$ cat src/sv/slbs_pkg.sv
// Shared types and constants for the sorted lower-bound search block.
package slbs_pkg;

   localparam int DATA_W = 32;
   localparam int IDX_W  = 10;
   localparam int CNT_W  = 11;
   localparam int POS_W  = 11;

   localparam logic ACTION_WRITE = 1'b0;
   localparam logic ACTION_QUERY = 1'b1;

   // token control handed from cell to cell
   typedef struct packed {
      logic valid;   // a search token sits here
      logic live;    // search range still non-empty, a probe is pending
   } slbs_ctl_type;

endpackage

$ cat src/sv/slbs_cell.sv
// One halving step of the search: holds a token and passes the narrowed range on.
module slbs_cell #(
   parameter int CW = 11,
   parameter int AW = 10
) (
   input  logic                         clock,
   input  logic                         reset,
   input  slbs_pkg::slbs_ctl_type       up_ctl,
   input  logic [CW-1:0]                up_lo,
   input  logic [CW-1:0]                up_hix,
   input  logic [CW-1:0]                up_ans,
   input  logic [AW-1:0]                up_mid,
   input  logic [slbs_pkg::DATA_W-1:0]  key,
   input  logic [slbs_pkg::DATA_W-1:0]  rd_data,
   output slbs_pkg::slbs_ctl_type       dn_ctl,
   output logic [CW-1:0]                dn_lo,
   output logic [CW-1:0]                dn_hix,
   output logic [CW-1:0]                dn_ans,
   output logic [AW-1:0]                dn_mid
);
   import slbs_pkg::*;

   slbs_ctl_type  ctl_ff;
   logic [CW-1:0] lo_ff, hix_ff, ans_ff;
   logic [AW-1:0] mid_ff;

   logic [CW-1:0] lo_n, hix_n, ans_n;
   logic [CW:0]   sum_n;
   logic          ge;

   always_ff @(posedge clock) begin
      if (reset) begin
         ctl_ff <= '0;
      end else begin
         ctl_ff <= up_ctl;
      end
   end

   always_ff @(posedge clock) begin
      lo_ff  <= up_lo;
      hix_ff <= up_hix;
      ans_ff <= up_ans;
      mid_ff <= up_mid;
   end

   // range is [lo, hix); rd_data holds the entry at mid_ff
   assign ge = $signed(rd_data) >= $signed(key);

   always_comb begin
      lo_n  = lo_ff;
      hix_n = hix_ff;
      ans_n = ans_ff;
      if (ctl_ff.live) begin
         if (ge) begin
            ans_n = CW'(mid_ff);
            hix_n = CW'(mid_ff);
         end else begin
            lo_n = CW'(mid_ff) + CW'(1);
         end
      end
   end

   // floor((lo + hi) / 2) with hi = hix - 1
   assign sum_n = ({1'b0, lo_n} + {1'b0, hix_n} - (CW+1)'(1)) >> 1;

   assign dn_ctl.valid = ctl_ff.valid;
   assign dn_ctl.live  = ctl_ff.live && (lo_n < hix_n);
   assign dn_lo        = lo_n;
   assign dn_hix       = hix_n;
   assign dn_ans       = ans_n;
   assign dn_mid       = AW'(sum_n);

endmodule

$ cat config.mk
export PLATFORM = sky130hd
export DESIGN_NAME = slbs_cell
export DESIGN_NICKNAME = d
export VERILOG_FILES = /design/src/sv/slbs_pkg.sv /design/src/sv/slbs_cell.sv
export SDC_FILE = /design/constraint.sdc
export NUM_CORES = 1
export LEC_CHECK = 0
export ABC_AREA = 1
export BUFFER_PORTS_ARGS = -buffer_cell sky130_fd_sc_hd__buf_4
export CAP_MARGIN = 15
export CORE_MARGIN = 2
export CORE_UTILIZATION = 45
export DETAILED_ROUTE_END_ITERATION = 8
export PLACE_DENSITY_LB_ADDON = 0.2
export SYNTH_ARGS = -nofsm -noshare
export SYNTH_HDL_FRONTEND = slang
export SYNTH_SLANG_ARGS = --single-unit
$ cat constraint.sdc
create_clock -name clock -period 4.8 [get_ports clock]
set_clock_uncertainty 0.15 [all_clocks]
set_input_delay 0.48 -clock clock [delete_from_list [all_inputs] [get_ports clock]]
set_output_delay 0.48 -clock clock [all_outputs]
set_load 0.01 [all_outputs]
==> flow_summary.yaml, run 1 <==
route:
  via_per_inst: 4.53
  drcViolationCount: 0
  postRouteAntennaNets: 0
  drtIter0Drc: 56
  wl_per_cell_um: 11.6
  vias: 3258
  wl_um: 8320
  dr.pass1.iters: 4
setup_path:
  critPathSlowestCell: "o21ai_0"
  crit_required_ps: 4170
  cp_data_arrival_time_ps: 3860
  path_class: "input port to primary output"
  critPathLaunchType: "input port"
  endpoint_kind: "primary output"
  crit_top_cell: "nand2_1"
  cpPeakStageDelay_ps: 410
  cp_max_fo: 11
clocking:
  cts-buffers-inserted: 5
  ctsLongestPathBuffers: 2
  root_buffer: "clkbuf_8"
  cts_sinks: 45
  cts_tree: "built"
  clk_transition_reported_paths_ps: 80
  htree_levels: 2
grt:
  met2_usage: 0.347
  grt_pass1_wl_um: 12700
  grt_pass1_vias: 3049
  use_met3: 0.0402
  grt_util_all_layers: 0.199
  grt_max_degree: 19
  grt-ovfl-total: 0
  met1_usage: 0.245
  antenna_found_initial: 0
  busiest_layer: "met2"
placed_design:
  gp_congestion: 0.862
  placed_cells: 709
  port_buffers: 155
  pre_cts_ws_ps: 16.4
  dpl.hpwl_um: 6930
timing:
  post-route-period-util: 0.935
  slew_headroom: 0.666
  hold_viol: 0
  report.final.slew_viol_count: 0
  fmax_mhz: 223
  setup_viol: 0
  layout_setup_ws_ps: 310
  period_minus_slack_ps: 4490
  worstMarginPinSlew_ps: 496
finish:
  instances_no_fill: 720
  drive_gt1_frac: 0.335
  fin_nets: 790
  fill_cells: 623
  area_delta_synth_final_pct: 46.9
  ff_latch_area_um2: 901
  diodes: 0
  finish.utilization: 0.675
  multi_input_area_mm2: 0.00205
yosys:
  postSynth.asyncResetShare: 0
  synth_edf_count: 0
  synth_ff_type: "dfxtp_1"
  synth-seq-area-share: 0.273
  syn_nets: 626
  avgSynthCellArea_um2: 7.23
  synth_seq_cells: 45
  synthCells: 456
  syn_area_mm2: 0.00330
  yosys_warnings: 0
  synth_cell_types: 35
pwr:
  total_power_w: 0.00133
  cellLeakagePower_nw: 2.84
  pwr_density_cell_mw_per_mm2: 275
  ir_drop_uv: 243
floorplanning:
  core-area_mm2: 0.00718
  start_util: 0.460
  dieWidth_um: 89.6
  boundaryPins: 156
  rows: 31
  die_h_um: 89.6
  die-area_mm2: 0.00803
hold_path:
  hold_path.class: "input port to register"
flow_run:
  drv_cap: 0
outcome:
  outcome: "completed"
kinds of logic (layout without fill, tap and decap cells):
| kind of cell | count (synthesis) | in the layout | share of synthesized area |
|---|---|---|---|
| AO/OA/AOI/OAI | 53 | 53 | 0.0888 |
| XOR/XNOR | 9 | 9 | 0.0239 |
| adder cells (fa/ha/maj) | 59 | 59 | 0.226 |
| buffers and inverters | 113 | 278 | 0.130 |
| flip-flops | 45 | 45 | 0.273 |
| AND/OR/NAND/NOR | 177 | 177 | 0.258 |
sequential cells by signal, indices dropped and copies added (netlist names):
register / cells
ans_ff: 11
ctl_ff: 1
dn_ctl: 1
hix_ff: 11
lo_ff: 11
mid_ff: 10
cell type report:
class                           instances  share of cell area
Multi-Input combinational cell        298               0.423
Timing Repair Buffer                  160               0.251
Sequential cell                        45               0.186
Inverter                              109              0.0860
Tap cell                               99              0.0256
Clock buffer                            5              0.0142
Clock inverter                          3              0.0134
Timing Repair inverter                  1             0.00129
power breakdown:
group          switching (W)  internal (W)  leakage [nW]
registers         0.00000872      0.000393         0.380
logic               0.000306      0.000297          2.39
clock network       0.000121      0.000207        0.0681
worst max-delay path, delay by kind of cell:
family	cells	cell delay [ps]
compound gates	5	1070
fa+ha+maj	3	730
buf+inv	6	560
simple gates	13	1010
final timing paths:
| check | cells after the start | to | start | slack (ps) |
|---|---|---|---|---|
| setup / recovery | 27 | dn_mid[7] | key[23] | 310 |
| hold / removal | 1 | hix_ff[0]$_DFF_P_ | up_hix[0] | 140 |
synthesized netlist by cell type, types with 2 or more instances:
cell	number	share of area
xor2_1	8	0.021
ha_1	58	0.22
nand4_1	6	0.011
o21a_1	3	0.0068
nand3_1	15	0.023
inv_1	107	0.12
nand2_4	5	0.017
a21oi_1	21	0.032
o21ai_0	21	0.032
nor2_1	19	0.022
dfxtp_1	45	0.27
inv_2	2	0.0023
nand2_2	13	0.025
nand3_2	4	0.012
nand2_1	107	0.12
a211oi_1	3	0.0068
per-stage QoR:
step                hold WS, ps  setup TNS (ps)  cell area [um2]
finish                      136               0             4840
global route                121           -37.7             4840
CTS                         125               0             4720
detailed placement          436               0             4590
global placement            434               0             4590
floorplan                   358               0             3300
metal layers:
layer  share of wire  vias to the layer above
li1                -                     1740
met1            0.43                     1394
met2            0.49                      108
met3           0.061                       16
met4           0.024                        0
met5               0                        -
timing repair:
item / in CTS / in global routing
setup endpoints to repair: 2 / 6
setup buffers: 0 / 2
hold buffers: 0 / 0
gates resized for setup: 1 / 21
pin swaps: 0 / 2
gates cloned: 0 / 1
cells in the final DEF (no fill, tap or decap), types with 2 or more instances in the layout:
cell type and count:
nand2_1 107, inv_1 107, bufinv_16 2, nand4_1 6, ha_4 4, nand3_1 15
xor2_1 8, o21a_1 3, nand3_2 4, ha_1 54, a211oi_2 2, nor2_1 19
nand2_4 6, a21oi_2 2, buf_4 159, a21oi_1 20, clkbuf_8 5, dfxtp_1 45
o21ai_0 13, nand2_2 12, o21ai_1 8
No activity file was read; power rests on OpenSTA's default activity.
==> run 2: changes to the inputs <==
==> constraint.sdc (replaced) <==
create_clock -name clock -period 5.6 [get_ports clock]
set_clock_uncertainty 0.15 [all_clocks]
set_input_delay 0.56 -clock clock [delete_from_list [all_inputs] [get_ports clock]]
set_output_delay 0.56 -clock clock [all_outputs]
set_load 0.01 [all_outputs]
==> run 2 against run 1 <==
- combinational power decreased by 20%
- clock power decreased by 37%
- via count decreased by 1.5%
- non-clock buffer count decreased by 4
==> flow_summary.yaml, run 2 (synthesized netlist as in run 1, its figures left out) <==
finish:
  drive_gt1_frac: 0.317
  final_common_cell: "buf_4"
  diodes: 0
  reg.largest.list: "ans_ff: 11 flops, hix_ff: 11 flops, lo_ff: 11 flops"
  area_delta_synth_final_pct: 41.7
  mostFrequentLayoutCells: "buf_4, inv_1, nand2_1"
  fin_nets: 785
timing:
  rsz0062_at_grt: "no"
  fmax_mhz: 203
  holdWs_ps: 226
  hold_viol: 0
  post-route-period-util: 0.880
  setup_viol: 0
  report.final.slew_viol_count: 0
  slew_headroom: 0.645
  setup_tns_ps: 0
  worstMarginPinSlew_ps: 527
  period_minus_slack_ps: 4930
pwr:
  pwr_density_cell_mw_per_mm2: 222
  cellLeakagePower_nw: 2.78
  ir_drop_uv: 165
route:
  drtIter0Drc: 65
  wl_um: 7860
  vias: 3210
  via_per_inst: 4.49
  drcViolationCount: 0
  postRouteAntennaNets: 0
  dr.pass1.iters: 4
  wl_per_cell_um: 11.0
setup_path:
  cp_num_cells: 29
  cp_data_arrival_time_ps: 4220
  setup.worst_path.end: "dn_mid[7]"
  cp_max_fo: 18
  critPathLaunch: "key[31]"
  crit_buf_inv: 5
  path_class: "input port to primary output"
  cpPeakStageDelay_ps: 360
  critPathSlowestCell: "ha_1"
  endpoint_kind: "primary output"
  critPathLaunchType: "input port"
  crit_required_ps: 4890
  crit_top_cell: "nand2_1"
  crit_family: "simple AND/OR/NAND/NOR gates"
floorplanning:
  die_h_um: 89.6
  core-area_mm2: 0.00718
  boundaryPins: 156
  dieWidth_um: 89.6
  die-area_mm2: 0.00803
  start_util: 0.460
  rows: 31
placed_design:
  dpl.hpwl_um: 7040
  port_buffers: 155
  gp_congestion: 0.850
grt:
  met2_usage: 0.335
  met1_usage: 0.245
  grt_pass1_wl_um: 12400
  grt_util_all_layers: 0.194
  use_met3: 0.0320
  busiest_layer: "met2"
  grt_max_degree: 20
  grt-ovfl-total: 0
  grt_pass1_vias: 3015
  antenna_found_initial: 0
flow_run:
  drv_cap: 0
clocking:
  ctsLongestPathBuffers: 2
  cts_tree: "built"
  clk_transition_reported_paths_ps: 80
  postCtsHoldBufs: 0
  cts_resized: 0
  post_cts_buffers: 0
  cts-buffers-inserted: 5
  root_buffer: "clkbuf_8"
  htree_levels: 2
  cts_sinks: 45
hold_path:
  hold_path.class: "input port to register"
  min_path_cells: 1
outcome:
  outcome: "completed"
-- run 2: layout make-up --
cell class,count,area [um2]
multi-input combinational,298,1970
tap,99,124
inverter,109,409
clock buffer,7,96.3
timing repair buffer,156,1170
clock inverter,1,5.00
fill,647,2500
sequential,45,901
-- run 2: worst min path at each step --
stage	endpoint	from
2_1_floorplan	ans_ff[0]$_DFF_P_	up_ans[0]
3_3_place_gp	ans_ff[1]$_DFF_P_	up_ans[1]
3_5_place_dp	ans_ff[0]$_DFF_P_	up_ans[0]
4_1_cts	lo_ff[2]$_DFF_P_	up_lo[2]
5_1_grt	hix_ff[8]$_DFF_P_	up_hix[8]
6_report	lo_ff[2]$_DFF_P_	up_lo[2]
-- run 2: routing by layer --
metal / up-vias / routed length (um)
li1: 1726 / -
met1: 1371 / 3490
met2: 97 / 3650
met3: 16 / 466
met4: 0 / 242
met5: - / 0
-- run 2: where the power goes --
group | switching [W] | internal [W]
registers | 0.00000735 | 0.000337
logic | 0.000248 | 0.000237
clock network | 0.0000965 | 0.000111
total | 0.000352 | 0.000685
-- run 2: through the flow --
| stage | std cells | util | setup slack (ps) | power (W) | area (um2) |
|---|---|---|---|---|---|
| CTS | 715 | 0.651 | 621 | 0.00105 | 4670 |
| floorplan | 456 | - | 935 | 0.000636 | 3300 |
| finish | 715 | 0.651 | 670 | 0.00104 | 4670 |
| global route | 715 | 0.651 | 190 | 0.00113 | 4670 |
| global placement | 707 | 0.637 | 789 | 0.000830 | 4570 |
| detailed placement | 707 | 0.637 | 638 | 0.000841 | 4570 |
